## src/sv/mtrm_pkg.sv

```systemverilog
// Shared constants, field widths and controller/datapath interface types.
package mtrm_pkg;

    localparam int RANGE_ENTRIES_DEFAULT = 8;

    localparam int KIND_W   = 1;
    localparam int INDEX_W  = 3;
    localparam int TYPE_W   = 8;
    localparam int FRAME_W  = 36;
    localparam int ADDR_W   = 48;
    localparam int PAGE_W   = 52;
    localparam int COUNT_W  = 4;
    localparam int FRAME_SHIFT = 12;

    // Size of the queried page, minus one, at the width of the page end.
    localparam logic [PAGE_W:0] PAGE_SPAN = (PAGE_W + 1)'(32'h001F_FFFF);

    localparam logic [KIND_W-1:0] KIND_LOAD  = 1'b0;
    localparam logic [KIND_W-1:0] KIND_QUERY = 1'b1;

    typedef struct packed {
        logic capture;
        logic load_write;
        logic scan_step;
    } ctrl_cmd_t;

    typedef struct packed {
        logic count_zero;
        logic scan_last;
    } dp_status_t;

endpackage

```

## src/sv/mtrm_ctrl.sv

```systemverilog
// Controller state machine that sequences loads and query scans.
module mtrm_ctrl
(
    input  logic                             clk,
    input  logic                             rst_n,
    input  logic                             start,
    input  logic [mtrm_pkg::KIND_W-1:0]      kind,
    input  mtrm_pkg::dp_status_t             status,
    output mtrm_pkg::ctrl_cmd_t              cmd,
    output logic                             busy,
    output logic                             done
);

    typedef enum logic [1:0] {
        ST_IDLE,
        ST_LOAD,
        ST_SCAN
    } state_t;

    state_t state_reg;
    state_t state_next;
    logic   done_reg;
    logic   done_next;

    always_comb
    begin
        state_next = state_reg;
        done_next  = 1'b0;
        case (state_reg)
            ST_IDLE:
            begin
                if (start)
                begin
                    if (kind == mtrm_pkg::KIND_LOAD)
                    begin
                        state_next = ST_LOAD;
                    end
                    else if (status.count_zero)
                    begin
                        done_next = 1'b1;
                    end
                    else
                    begin
                        state_next = ST_SCAN;
                    end
                end
            end
            ST_LOAD:
            begin
                state_next = ST_IDLE;
            end
            ST_SCAN:
            begin
                if (status.scan_last)
                begin
                    state_next = ST_IDLE;
                    done_next  = 1'b1;
                end
            end
            default:
            begin
                state_next = ST_IDLE;
            end
        endcase
    end

    always_ff @(posedge clk or negedge rst_n)
    begin
        if (!rst_n)
        begin
            state_reg <= ST_IDLE;
            done_reg  <= 1'b0;
        end
        else
        begin
            state_reg <= state_next;
            done_reg  <= done_next;
        end
    end

    assign cmd.capture    = (state_reg == ST_IDLE) && start;
    assign cmd.load_write = (state_reg == ST_LOAD);
    assign cmd.scan_step  = (state_reg == ST_SCAN);
    assign busy           = (state_reg != ST_IDLE);
    assign done           = done_reg;

endmodule

```

## src/sv/mtrm_datapath.sv

```systemverilog
// Range table, load arithmetic and the one-entry-per-cycle query scan.
module mtrm_datapath
#(
    parameter int RANGE_ENTRIES = mtrm_pkg::RANGE_ENTRIES_DEFAULT
)
(
    input  logic                                clk,
    input  logic                                rst_n,
    input  mtrm_pkg::ctrl_cmd_t                 cmd,
    output mtrm_pkg::dp_status_t                status,
    input  logic                                cfg_write,
    input  logic [mtrm_pkg::COUNT_W-1:0]        cfg_data,
    input  logic [mtrm_pkg::INDEX_W-1:0]        range_index,
    input  logic [mtrm_pkg::TYPE_W-1:0]         range_type,
    input  logic                                range_enabled,
    input  logic [mtrm_pkg::FRAME_W-1:0]        base_frame,
    input  logic [mtrm_pkg::FRAME_W-1:0]        mask_frame,
    input  logic [mtrm_pkg::PAGE_W-1:0]         page_address,
    input  logic [mtrm_pkg::TYPE_W-1:0]         fallback_type,
    output logic [mtrm_pkg::TYPE_W-1:0]         memory_type
);

    localparam int IDX_W = (RANGE_ENTRIES > 1) ? $clog2(RANGE_ENTRIES) : 1;
    localparam int CNT_W = $clog2(RANGE_ENTRIES + 1);
    localparam int CMP_W = ((mtrm_pkg::COUNT_W > mtrm_pkg::INDEX_W) ?
                            mtrm_pkg::COUNT_W : mtrm_pkg::INDEX_W) + 2;
    localparam logic [CMP_W-1:0] DEPTH = CMP_W'(RANGE_ENTRIES);
    localparam int ADDR_W = mtrm_pkg::ADDR_W;
    localparam int PAGE_W = mtrm_pkg::PAGE_W;

    // Range table. Only the valid bits need a reset; the rest is read only
    // behind a set valid bit.
    logic [ADDR_W-1:0]               entry_base_reg  [RANGE_ENTRIES];
    logic [ADDR_W-1:0]               entry_end_reg   [RANGE_ENTRIES];
    logic [mtrm_pkg::TYPE_W-1:0]     entry_type_reg  [RANGE_ENTRIES];
    logic [RANGE_ENTRIES-1:0]        entry_valid_reg;

    logic [mtrm_pkg::COUNT_W-1:0]    range_count_reg;

    // Captured command beat.
    logic [mtrm_pkg::INDEX_W-1:0]    index_reg;
    logic                            index_ok_reg;
    logic [mtrm_pkg::TYPE_W-1:0]     type_reg;
    logic                            enable_ok_reg;
    logic [ADDR_W-1:0]               start_reg;
    logic [mtrm_pkg::FRAME_W-1:0]    lowbit_reg;
    logic [PAGE_W-1:0]               addr_reg;
    logic [PAGE_W:0]                 last_reg;
    logic [mtrm_pkg::TYPE_W-1:0]     cand_reg;
    logic [CNT_W-1:0]                scan_count_reg;
    logic [IDX_W-1:0]                scan_idx_reg;

    logic [mtrm_pkg::FRAME_W-1:0]    lowbit;
    logic [CMP_W-1:0]                count_wide;
    logic [CNT_W-1:0]                scan_count;
    logic [ADDR_W:0]                 end_sum;
    logic [ADDR_W-1:0]               end_sat;
    logic [IDX_W-1:0]                wr_idx;
    logic                            hit;

    // Isolate the lowest set bit of the mask: it gives the range size.
    assign lowbit = mask_frame & (~mask_frame + mtrm_pkg::FRAME_W'(1));

    assign count_wide = CMP_W'(range_count_reg);
    assign scan_count = (count_wide > DEPTH) ? CNT_W'(RANGE_ENTRIES)
                                             : CNT_W'(range_count_reg);

    assign end_sum = {1'b0, start_reg}
                   + {1'b0, lowbit_reg, {mtrm_pkg::FRAME_SHIFT{1'b0}}}
                   - (ADDR_W + 1)'(1);
    assign end_sat = end_sum[ADDR_W] ? {ADDR_W{1'b1}} : end_sum[ADDR_W-1:0];

    assign wr_idx = IDX_W'(index_reg);

    assign hit = entry_valid_reg[scan_idx_reg]
              && (last_reg >= (PAGE_W + 1)'(entry_base_reg[scan_idx_reg]))
              && (PAGE_W'(entry_end_reg[scan_idx_reg]) >= addr_reg);

    assign status.count_zero = (range_count_reg == '0);
    assign status.scan_last  = (CNT_W'(scan_idx_reg) == scan_count_reg - CNT_W'(1));

    assign memory_type = cand_reg;

    always_ff @(posedge clk or negedge rst_n)
    begin
        if (!rst_n)
        begin
            range_count_reg <= '0;
            entry_valid_reg <= '0;
            scan_idx_reg    <= '0;
        end
        else
        begin
            if (cfg_write)
            begin
                range_count_reg <= cfg_data;
            end
            if (cmd.load_write && index_ok_reg)
            begin
                entry_valid_reg[wr_idx] <= enable_ok_reg;
            end
            if (cmd.capture)
            begin
                scan_idx_reg <= '0;
            end
            else if (cmd.scan_step)
            begin
                scan_idx_reg <= scan_idx_reg + IDX_W'(1);
            end
        end
    end

    always_ff @(posedge clk)
    begin
        if (cmd.capture)
        begin
            index_reg      <= range_index;
            index_ok_reg   <= (CMP_W'(range_index) < DEPTH);
            type_reg       <= range_type;
            enable_ok_reg  <= range_enabled && (mask_frame != '0);
            start_reg      <= {base_frame, {mtrm_pkg::FRAME_SHIFT{1'b0}}};
            lowbit_reg     <= lowbit;
            addr_reg       <= page_address;
            last_reg       <= {1'b0, page_address} + mtrm_pkg::PAGE_SPAN;
            cand_reg       <= fallback_type;
            scan_count_reg <= scan_count;
        end
        else if (cmd.scan_step && hit)
        begin
            cand_reg <= entry_type_reg[scan_idx_reg];
        end
        if (cmd.load_write && index_ok_reg)
        begin
            entry_type_reg[wr_idx] <= type_reg;
            if (enable_ok_reg)
            begin
                entry_base_reg[wr_idx] <= start_reg;
                entry_end_reg[wr_idx]  <= end_sat;
            end
        end
    end

endmodule

```

## src/sv/memory_type_range_match.sv

```systemverilog
// Top level of the variable memory-type range table with 2MB page lookup.
//
// A beat is taken when start is high and busy is low. A load beat (kind 0)
// keeps busy high in the load state while the range end is formed and the
// entry is written; it gives no result. A query beat (kind 1) scans the first
// min(range_count, RANGE_ENTRIES) entries, one entry per cycle through the
// single compare unit of the datapath, with busy high throughout the scan;
// done then pulses for one cycle with memory_type, and that cycle can
// already take the next beat. A query with a range count of zero skips the
// scan and returns its fallback type in the cycle after acceptance. The
// receiver cannot stall: memory_type is valid only in the cycle that done
// is high. The range count register is written through the cfg channel,
// which is always ready; write it only while the block is idle.
module memory_type_range_match
#(
    parameter int RANGE_ENTRIES = mtrm_pkg::RANGE_ENTRIES_DEFAULT
)
(
    input  logic                                clk,
    input  logic                                rst_n,
    input  logic                                start,
    output logic                                busy,
    input  logic [mtrm_pkg::KIND_W-1:0]         kind,
    input  logic [mtrm_pkg::INDEX_W-1:0]        range_index,
    input  logic [mtrm_pkg::TYPE_W-1:0]         range_type,
    input  logic                                range_enabled,
    input  logic [mtrm_pkg::FRAME_W-1:0]        base_frame,
    input  logic [mtrm_pkg::FRAME_W-1:0]        mask_frame,
    input  logic [mtrm_pkg::PAGE_W-1:0]         page_address,
    input  logic [mtrm_pkg::TYPE_W-1:0]         fallback_type,
    output logic                                done,
    output logic [mtrm_pkg::TYPE_W-1:0]         memory_type,
    input  logic                                cfg_valid,
    output logic                                cfg_ready,
    input  logic [mtrm_pkg::COUNT_W-1:0]        cfg_data
);

    mtrm_pkg::ctrl_cmd_t  cmd;
    mtrm_pkg::dp_status_t status;

    // The register can be written in any cycle.
    assign cfg_ready = 1'b1;

    mtrm_ctrl u_ctrl
    (
        .clk    (clk),
        .rst_n  (rst_n),
        .start  (start),
        .kind   (kind),
        .status (status),
        .cmd    (cmd),
        .busy   (busy),
        .done   (done)
    );

    mtrm_datapath
    #(
        .RANGE_ENTRIES (RANGE_ENTRIES)
    )
    u_datapath
    (
        .clk            (clk),
        .rst_n          (rst_n),
        .cmd            (cmd),
        .status         (status),
        .cfg_write      (cfg_valid && cfg_ready),
        .cfg_data       (cfg_data),
        .range_index    (range_index),
        .range_type     (range_type),
        .range_enabled  (range_enabled),
        .base_frame     (base_frame),
        .mask_frame     (mask_frame),
        .page_address   (page_address),
        .fallback_type  (fallback_type),
        .memory_type    (memory_type)
    );

endmodule

```

## config.mk

```make
export PLATFORM = sky130hd
export DESIGN_NAME = memory_type_range_match
export DESIGN_NICKNAME = d
export VERILOG_FILES = /design/src/sv/mtrm_pkg.sv /design/src/sv/mtrm_ctrl.sv /design/src/sv/mtrm_datapath.sv /design/src/sv/memory_type_range_match.sv
export SDC_FILE = /design/constraint.sdc
export NUM_CORES = 1
export LEC_CHECK = 0
export BUFFER_PORTS_ARGS = -buffer_cell sky130_fd_sc_hd__buf_2
export CAP_MARGIN = 20
export CORE_ASPECT_RATIO = 1.5
export CORE_UTILIZATION = 35
export DETAILED_ROUTE_END_ITERATION = 8
export SLEW_MARGIN = 20
export SYNTH_ARGS = -nofsm -noshare
export SYNTH_HDL_FRONTEND = slang
export SYNTH_SLANG_ARGS = --single-unit
```

## constraint.sdc

```tcl
create_clock -name clk -period 8.2 [get_ports clk]
set_input_delay 2.05 -clock clk [delete_from_list [all_inputs] [get_ports clk]]
set_output_delay 2.05 -clock clk [all_outputs]
set_load 0.005 [all_outputs]
```

==> run summary, run 1 <==
status: complete, no violations
Die W: 268 um
Synth Area in Simple Gates: 5.05%
final layout net count: 2,670
final hold violation count: 0
CTS tree: yes
most frequent cells in the layout: 841 x edfxtp_1, 199 x inv_1, 162 x mux4_2, 162 x buf_2, 146 x ha_1
Die Y: 401 um
Peak VDD IR: 181 uV
final WL: 88,200 um
max frequency: 0.188 GHz
die area: 107,000 um^2
Least-Margin Pin Slew: 1.08 ns
Seq/Total Area, Yosys: 69.3%
final worst-path cycle share: 65.0%
Synth Area in XOR/XNOR: 1.89%
CP Launch Type: flop
P&R area growth vs syn: 14.8%
CP endpoint kind: flop
Cell Rows: 145
multi-input logic area: 10,400 um^2
Fillers: 9,403
RSZ-0062 raised after global routing: no
first-pass GRT wire length: 133,000 um
Worst path most repeated cell: a21oi_1
largest net degree at the start of global routing: 75
Non-Filler Instances: 3,837
Max Cap Violations: 0
FF-to-FF Start: u_datapath.scan_idx_reg[0]$_DFFE_PN0P_
Critical-path top delay cell: dfrtp_4
type of the worst min-delay path: reg2reg
Worst Clk Skew: 0.0267 ns
adder-cell share of the synthesized area: 4.98%
hold-fix buffers at CTS: 0
WL per Instance: 23.0 um
clock buffer count from CTS: 82
r2r setup slk: 2.87 ns
share of layout cells above drive strength 1: 23.6%
Crit path arrival time: 5.61 ns
placed inst area: 39,700 um^2
Compound-Gate Fraction of Synth Area: 3.45%
first-pass detailed-route iteration total: 6
flip-flop and latch area: 25,700 um^2
grt ovf: 0
Via-to-Cell Ratio: 5.08
Worst Path Required: 8.48 ns
GRT Util Overall: 16.7%
Max stage delay on crit path: 0.95 ns
hold wc startpoint: u_datapath.entry_valid_reg[2]$_DFFE_PN0P_
relative slew slack: 28.2%
cts repair resizes: 0
worst-path cell chain: buf_12 -> mux4_2 -> mux2_2 -> ha_1 -> nand4_1 -> nor4_1 -> o31ai_1 -> a21oi_1 -> o21ai_0 -> a21oi_1
dominant synthesized flop cell: edfxtp_1
clk_lat worst skew: 0.68 ns
area share of the largest cell type after synthesis: 68.1%
Setup TNS: 0 ns
hpwl dp: 55,800 um
Reg2Reg Depth: 10
EDFF count, synth: 841
I/O pins: 164
final core utilization: 40.7%
syn_nets: 2,460
initial antenna violation count: 12
gpl congestion: 0.842
leakage: 14.8 nW
critical path's top delay family: compound AO/OA/AOI/OAI gates
Placed Cells: 3,682
Async SR Flop Fraction: 2.10%
Setup CP Type: reg2reg
post-synth top area cell: edfxtp_1
clock sinks: 859
leading cell type in the layout, fill and taps excluded: edfxtp_1
power per cell area: 327 nW/um^2
maximum root-to-sink buffer count: 3
Final setup viols: 0
CP startpoint: u_datapath.scan_idx_reg[0]$_DFFE_PN0P_
Netlist Area Pre-Place: 37,100 um^2
crit path capture: u_datapath.memory_type[4]$_DFFE_PP_
Levels on crit path: 10
Syn Inst Count: 2,160
capturing point of the worst reg2reg path: u_datapath.memory_type[4]$_DFFE_PP_
main area contributors after synthesis: edfxtp_1 68%, mux4_2 9.8%, ha_1 4.9%
Initial Util: 35.4%
largest family of logic cells by synthesized area: multiplexers
post-layout min period: 5.33 ns
Worst Hold Margin: 0.507 ns
synth warn: 0
crit path buf inv count: 1
Root Driver: clkbuf_16
fin. max-slew vios: 0
number of synthesized register bits: 859
vias post-DR: 19,494
Synth cell types: 68
drt drc: 0
clk slew on worst S/H paths: 0.07 ns
post-route cell area: 42,600 um^2
H-tree depth: 3
Avg Cell Area, Syn: 17.2 um^2
post-synthesis mux area share: 12.6%
postcts setup bufs: 0
vias in the first global route: 21,179
Max FO, Critical Path: 60
number of routed nets with antenna violations: 0
Placeable Area: 105,000 um^2
initial DRC count: 1,326
# port buffers: 162
## stage by stage
step / setup WS, ns / power (mW)
2_1_floorplan: 2.52 / 8.76
5_1_grt: 2.55 / 14.6
4_1_cts: 2.71 / 14.1
3_3_place_gp: 2.83 / 9.90
3_5_place_dp: 2.75 / 10.0
6_report: 2.87 / 13.9
## metal layers
layer / global-route usage, % / up-vias / share of wire [%]
li1: - / 8828 / -
met1: 20.7 / 10044 / 41
met2: 29.5 / 475 / 52
met3: 2.74 / 135 / 5.0
met4: 5.05 / 12 / 2.2
met5: 0 / - / 0.086
## cell families after synthesis
group                    count (synthesis)
buffers and inverters                  265
adder cells (fa/ha/maj)                147
XOR/XNOR                                80
flip-flops                             859
AND/OR/NAND/NOR                        347
AO/OA/AOI/OAI                          202
other                                    1
multiplexers                           259
## Yosys cell counts (13+ instances only)
master,number
inv_1,199
mux4_2,162
mux2_2,52
xor2_1,33
clkbuf_1,39
a21oi_1,62
xnor2_1,47
nand2_1,88
buf_1,18
nand4_1,37
dfrtp_1,18
ha_1,146
and2_1,13
nor2b_1,15
nor2_1,58
mux2i_1,45
nor3_1,22
nand3_1,25
o21ai_0,38
edfxtp_1,841
a21o_1,47
## worst min path at each step
stage | to | slack, ns | depth (start not counted)
floorplan | u_datapath.entry_valid_reg[2]$_DFFE_PN0P_ | 0.48 | 1
global placement | u_datapath.entry_valid_reg[6]$_DFFE_PN0P_ | 0.49 | 1
detailed placement | u_datapath.entry_valid_reg[2]$_DFFE_PN0P_ | 0.49 | 1
CTS | u_datapath.entry_valid_reg[2]$_DFFE_PN0P_ | 0.51 | 1
global route | u_datapath.entry_valid_reg[6]$_DFFE_PN0P_ | 0.53 | 1
finish | u_datapath.entry_valid_reg[2]$_DFFE_PN0P_ | 0.51 | 1
## worst reg2reg max path, delay by kind of cell (launching register included)
family | cells | cell delay, ns
fa+ha+maj | 1 | 0.28
flops | 1 | 0.95
buf+inv | 1 | 0.54
simple gates | 2 | 0.58
compound gates | 4 | 1.68
mux | 2 | 0.89
## area by class of cell
cell class,instances,share of cell area (%)
sequential,859,60.4
multi-input combinational,1036,24.5
clock buffer,94,5.07
tap,1396,4.10
timing repair buffer,192,2.55
inverter,199,1.75
clock inverter,59,1.66
antenna,2,0.0117
## where the power goes
part / leakage [nW] / total [mW] / switching (mW) / internal, mW
Combinational: 5.63 / 3.91 / 2.24 / 1.67
Clock: 1.37 / 4.05 / 1.72 / 2.33
Sequential: 7.84 / 5.97 / 0.336 / 5.63
Total: 14.8 / 13.9 / 4.30 / 9.63
No activity file was read; power rests on OpenSTA's default activity.
==> inputs of run 2 (changes only) <==
--- a/config.mk
+++ b/config.mk
@@ -5,6 +5,7 @@
 export SDC_FILE = /design/constraint.sdc
 export NUM_CORES = 1
 export LEC_CHECK = 0
+export ABC_AREA = 1
 export BUFFER_PORTS_ARGS = -buffer_cell sky130_fd_sc_hd__buf_2
 export CAP_MARGIN = 20
 export CORE_ASPECT_RATIO = 1.5
==> constraint.sdc (replaced) <==
create_clock -name clk -period 5.6 [get_ports clk]
set_input_delay 1.4 -clock clk [delete_from_list [all_inputs] [get_ports clk]]
set_output_delay 1.4 -clock clk [all_outputs]
set_load 0.005 [all_outputs]
==> run 2 against run 1 <==
Compared with the run above:
- power increased by 55%
- sequential share of layout area shrank 3.0 points
- count of clock-buffer cells in the layout increased by 8
- clock skew decreased by 0.0065 ns
- combinational power grew 93%
- cell area is 4.7% higher
- area after synthesis is 5.9% higher
- highest routed layer unchanged
- critical path type unchanged
- first-iteration DRC count rose by 66%
- hold slack got worse by 0.017 ns
==> run summary, run 2 <==
status: complete, no violations
dominant synthesized flop cell: edfxtp_1
Setup CP Type: reg2reg
final worst-path cycle share: 82.6%
Via-to-Cell Ratio: 5.10
syn_nets: 3,874
CP Launch Type: flop
hold-fix buffers at CTS: 0
max frequency: 0.216 GHz
initial DRC count: 2,205
gpl congestion: 0.950
Crit path arrival time: 4.93 ns
clock buffer count from CTS: 85
final WL: 109,000 um
Hold Path Depth: 0
worst-path cell chain: buf_4 -> o21ai_0 -> o22ai_1 -> o21ai_1 -> ha_1 -> nand2_1 -> nor2_1 -> nand2_1 -> nor3b_1 -> nand2_1 -> nand3_1 -> nand2_1 -> nand2_1 -> nand3_1 -> nand2_1
Cell Rows: 150
Initial Util: 35.3%
Min-Delay Endpoint: u_datapath.scan_count_reg[3]$_SDFFCE_PN1P_
number of synthesized register bits: 855
grt ovf: 0
Max stage delay on crit path: 0.85 ns
main area contributors after synthesis: edfxtp_1 64%, nor2_1 6.1%, o21ai_0 4.7%
vias post-DR: 26,740
Peak VDD IR: 485 uV
gr busiest metal: met2
first-pass detailed-route iteration total: 6
WL per Instance: 20.8 um
postcts setup bufs: 0
number of routed nets with antenna violations: 0
FF-to-FF Start: u_datapath.scan_idx_reg[1]$_DFFE_PN0P_
final layout net count: 4,031
Root Driver: clkbuf_16
relative slew slack: 30.8%
clk slew on worst S/H paths: 0.06 ns
GRT Util Overall: 19.2%
die area: 114,000 um^2
Non-Filler Instances: 5,248
Die W: 276 um
# port buffers: 162
vias in the first global route: 26,204
Max Cap Violations: 0
hold wc startpoint: u_datapath.range_count_reg[3]$_DFFE_PN0P_
P&R area growth vs syn: 13.4%
EDFF count, synth: 837
final hold violation count: 0
CP endpoint kind: flop
area share of the largest cell type after synthesis: 63.9%
maximum root-to-sink buffer count: 3
power per cell area: 484 nW/um^2
drt drc: 0
RSZ-0062 raised after global routing: no
crit path buf inv count: 1
GR Util met1: 22.6%
initial antenna violation count: 19
Seq/Total Area, Yosys: 65.1%
first-pass GRT wire length: 161,000 um
capturing point of the worst reg2reg path: u_datapath.memory_type[0]$_DFFE_PP_
post-layout min period: 4.63 ns
Placed Cells: 5,087
leading cell type in the layout, fill and taps excluded: edfxtp_1
final core utilization: 40.0%
largest net degree at the start of global routing: 170
Reg2Reg Depth: 15
r2r setup slk: 0.97 ns
Setup TNS: 0 ns
Worst path most repeated cell: nand2_1
met2 global-route usage: 33.8%
cts repair resizes: 0
clock sinks: 855
Fillers: 10,779
post-synth top area cell: edfxtp_1
Final setup viols: 0
multi-input logic area: 11,600 um^2
type of the worst min-delay path: reg2reg
Placeable Area: 111,000 um^2
Synth cell types: 52
Worst Path Required: 5.90 ns
Die Y: 412 um
fin. max-slew vios: 0
met3 GRT Util: 3.04%
Syn Inst Count: 3,574
Critical-path top delay cell: dfrtp_4
H-tree depth: 3
flip-flop and latch area: 25,600 um^2
Least-Margin Pin Slew: 1.04 ns
critical path's top delay family: simple AND/OR/NAND/NOR gates
CTS tree: yes
synth warn: 0
Async SR Flop Fraction: 2.11%
Max FO, Critical Path: 50
Avg Cell Area, Syn: 11.0 um^2
Worst Clk Skew: 0.0202 ns
Netlist Area Pre-Place: 39,300 um^2
share of layout cells above drive strength 1: 11.2%
clk_lat worst skew: 0.67 ns
hpwl dp: 72,100 um
most frequent cells in the layout: 837 x edfxtp_1, 631 x nor2_1, 434 x nand2_1
most frequent cells after synthesis: 837 x edfxtp_1, 639 x nor2_1, 434 x nand2_1
leakage: 16.6 nW
top-count cell post-synth: edfxtp_1
I/O pins: 164
run 2: logic make-up after synthesis:
kind of cell / Yosys count / share of synthesized area [%]
AND/OR/NAND/NOR: 1316 / 14.0
flip-flops: 855 / 65.1
AO/OA/AOI/OAI: 646 / 9.26
buffers and inverters: 541 / 5.47
adder cells (fa/ha/maj): 147 / 4.70
XOR/XNOR: 68 / 1.52
other: 1 / 0.00954
run 2: worst max path at each step:
stage,from,to,cells after the start
floorplan,start,u_datapath.memory_type[0]$_DFFE_PP_,5
global placement,u_datapath.scan_idx_reg[1]$_DFFE_PN0P_,u_datapath.memory_type[7]$_DFFE_PP_,14
detailed placement,u_datapath.scan_idx_reg[1]$_DFFE_PN0P_,u_datapath.memory_type[7]$_DFFE_PP_,15
CTS,u_datapath.scan_idx_reg[1]$_DFFE_PN0P_,u_datapath.memory_type[2]$_DFFE_PP_,15
global route,u_datapath.scan_idx_reg[1]$_DFFE_PN0P_,u_datapath.memory_type[1]$_DFFE_PP_,15
finish,u_datapath.scan_idx_reg[1]$_DFFE_PN0P_,u_datapath.memory_type[0]$_DFFE_PP_,15
run 2: worst register-to-register path, stage by stage, from the launching register on:
cell and delay (ns):
dfrtp_4 0.85, buf_4 0.56, o21ai_0 0.21, o22ai_1 0.21, o21ai_1 0.10, ha_1 0.49, nand2_1 0.11, nor2_1 0.26
nand2_1 0.19, nor3b_1 0.23, nand2_1 0.09, nand3_1 0.09, nand2_1 0.06, nand2_1 0.14, nand3_1 0.21, nand2_1 0.48
run 2: area by class of cell:
type	count	share of cell area (%)
inverters	409	3.47
diodes	5	0.0281
flip-flops and latches	855	57.4
clock buffers	102	5.06
well taps	1444	4.05
repair buffers	202	2.93
clock inverters	53	0.954
multi-input cells	2178	26.1
run 2: per-stage QoR:
stage | power, mW | hold WS, ns | area (um^2) | setup WS [ns]
after global placement | 16.0 | 0.464 | 41900 | 0.976
after CTS | 21.7 | 0.491 | 44600 | 0.923
after floorplan | 13.5 | 0.468 | 39300 | 0.264
final | 21.6 | 0.491 | 44600 | 0.975
after global routing | 22.8 | 0.507 | 44600 | 0.788
after detailed placement | 16.1 | 0.467 | 41900 | 0.951
run 2: layer usage:
metal / routed length [um] / vias to the layer above
li1: - / 12715
met3: 6190 / 240
met4: 5020 / 18
met2: 55200 / 810
met5: 116 / -
met1: 42600 / 12957
run 2: report_power, final:
group | internal (mW) | switching [mW] | total (mW)
sequential | 8.10 | 0.320 | 8.42
combinational | 2.20 | 5.36 | 7.56
clock | 3.11 | 2.47 | 5.59
total | 13.4 | 8.15 | 21.6
==> inputs of run 3 (changes only) <==
--- a/config.mk
+++ b/config.mk
@@ -5,7 +5,7 @@
 export SDC_FILE = /design/constraint.sdc
 export NUM_CORES = 1
 export LEC_CHECK = 0
-export ABC_AREA = 1
+export ABC_AREA = 0
 export BUFFER_PORTS_ARGS = -buffer_cell sky130_fd_sc_hd__buf_2
 export CAP_MARGIN = 20
 export CORE_ASPECT_RATIO = 1.5
==> constraint.sdc (replaced) <==
create_clock -name clk -period 4.7 [get_ports clk]
set_input_delay 1.175 -clock clk [delete_from_list [all_inputs] [get_ports clk]]
set_output_delay 1.175 -clock clk [all_outputs]
set_load 0.005 [all_outputs]
==> run 3 against run 2 <==
Compared with the run above:
- register-to-register slack worse by 0.75 ns
- wire length down 18%
- setup slack worse by 0.75 ns
- sequential share of layout area is 2.4 points higher
- power rose by 14%
==> run summary, run 3 (same netlist as run 1, synthesis figures left out) <==
max frequency: 0.224 GHz
drt drc: 0
clock sinks: 859
fin. max-slew vios: 0
P_int: 16.9 mW
H-tree depth: 3
Psw: 7.57 mW
leakage: 15.1 nW
share of layout cells above drive strength 1: 24.7%
Final setup viols: 0
clock share of power: 28.3%
maximum root-to-sink buffer count: 3
Reg power frac: 41.7%
hold-fix buffers at CTS: 0
Least-Margin Pin Slew: 0.894 ns
initial antenna violation count: 11
Comb power frac: 30.0%
relative slew slack: 40.4%
Peak VDD IR: 305 uV
first-pass detailed-route iteration total: 7
Worst Clk Skew: 0.0316 ns
multi-input logic area: 10,400 um^2
most frequent cells in the layout: 841 x edfxtp_1, 199 x inv_1, 162 x mux4_2, 162 x buf_2, 146 x ha_1
gpl congestion: 0.856
Fillers: 9,337
largest net degree at the start of global routing: 83
Placed Cells: 3,714
RSZ-0062 raised after global routing: no
Placeable Area: 105,000 um^2
P&R area growth vs syn: 15.8%
Die W: 268 um
post-layout min period: 4.47 ns
clk slew on worst S/H paths: 0.06 ns
Power Total: 24.5 mW
Setup CP Type: reg2reg
GRT Util Overall: 16.8%
Non-Filler Instances: 3,873
Setup TNS: 0 ns
Worst Path Required: 4.99 ns
flip-flop and latch area: 25,700 um^2
final WL: 89,000 um
hpwl dp: 58,800 um
CP endpoint kind: flop
Cell Rows: 145
vias post-DR: 19,726
die area: 107,000 um^2
vias in the first global route: 20,827
clock buffer count from CTS: 85
power per cell area: 570 nW/um^2
first-pass GRT wire length: 132,000 um
Sw Ratio: 30.9%
final worst-path cycle share: 95.2%
Via-to-Cell Ratio: 5.09
clk_lat worst skew: 0.67 ns
final core utilization: 41.1%
type of the worst min-delay path: in2async
# port buffers: 162
Crit path arrival time: 4.76 ns
CP Launch Type: flop
CTS tree: yes
final hold violation count: 0
leading cell type in the layout, fill and taps excluded: edfxtp_1
WL per Instance: 23.0 um
status: complete, no violations
number of routed nets with antenna violations: 0
setup ws final: 0.227 ns
I/O pins: 164
Max Cap Violations: 0
post-route cell area: 43,000 um^2
initial DRC count: 1,613
placed inst area: 40,100 um^2
Max FO, Critical Path: 25
final layout net count: 2,707
Die Y: 401 um
Worst Hold Margin: 0.462 ns
grt ovf: 0
Root Driver: clkbuf_16
Initial Util: 35.4%
pre-CTS setup slack: 0.0496 ns
## run 3: what timing repair did
action	CTS	global route
gates cloned	0	0
setup buffers	0	2
pin swaps	0	1
resized for setup	1	2
endpoints found under the setup margin	8	32
## run 3: worst paths after layout
path	startpoint	end	slack [ns]	cells after the start
setup / recovery	u_datapath.start_reg[14]$_DFFE_PP_	u_datapath.entry_end_reg[0][20]$_DFFE_PP_	0.23	14
hold / removal	rst_n	u_datapath.scan_idx_reg[0]$_DFFE_PN0P_	0.46	1
setup reg to reg	u_datapath.start_reg[14]$_DFFE_PP_	u_datapath.entry_end_reg[0][20]$_DFFE_PP_	0.23	14
hold reg to reg	u_datapath.entry_valid_reg[1]$_DFFE_PN0P_	u_datapath.entry_valid_reg[1]$_DFFE_PN0P_	0.51	1
max in group asynchronous	rst_n	u_datapath.scan_idx_reg[1]$_DFFE_PN0P_	3.89	1
min in group clk	u_datapath.entry_valid_reg[1]$_DFFE_PN0P_	u_datapath.entry_valid_reg[1]$_DFFE_PN0P_	0.51	1
## run 3: routing by layer
| metal | part of all wire (%) | up-vias | track usage [%] |
|---|---|---|---|
| li1 | - | 8913 | - |
| met1 | 41 | 10171 | 20.9 |
| met2 | 52 | 494 | 29.7 |
| met3 | 4.5 | 140 | 2.36 |
| met4 | 2.5 | 8 | 5.52 |
| met5 | 0.060 | - | 0 |
## run 3: cell type report
class                           count  share of cell area (%)
Sequential cell                   859                    59.8
Multi-Input combinational cell   1036                    24.3
Clock buffer                      103                    5.34
Tap cell                         1396                    4.06
Timing Repair Buffer              226                    3.45
Inverter                          199                    1.74
Clock inverter                     52                    1.28
Antenna cell                        2                  0.0116
## run 3: critical path: stages, from the launching register on
cell and delay [ns]:
edfxtp_1 0.50, inv_1 0.08, ha_1 0.32, inv_1 0.05
ha_1 0.30, a211oi_1 0.31, o21bai_1 0.24, o21ai_0 0.38
nand3_1 0.37, a31oi_1 0.32, o21ai_0 0.27, xnor2_4 0.25
buf_12 0.15, buf_12 0.21, o21ai_0 0.32
## run 3: power by group through the flow
stage                     Clock, mW  Combinational [mW]  Sequential (mW)
after global placement            0                7.18             10.4
after global routing           7.35                8.06             10.3
after CTS                      7.09                7.39             10.2
final                          6.94                7.34             10.2
after detailed placement          0                7.34             10.4
after floorplan                   0                5.09             10.2
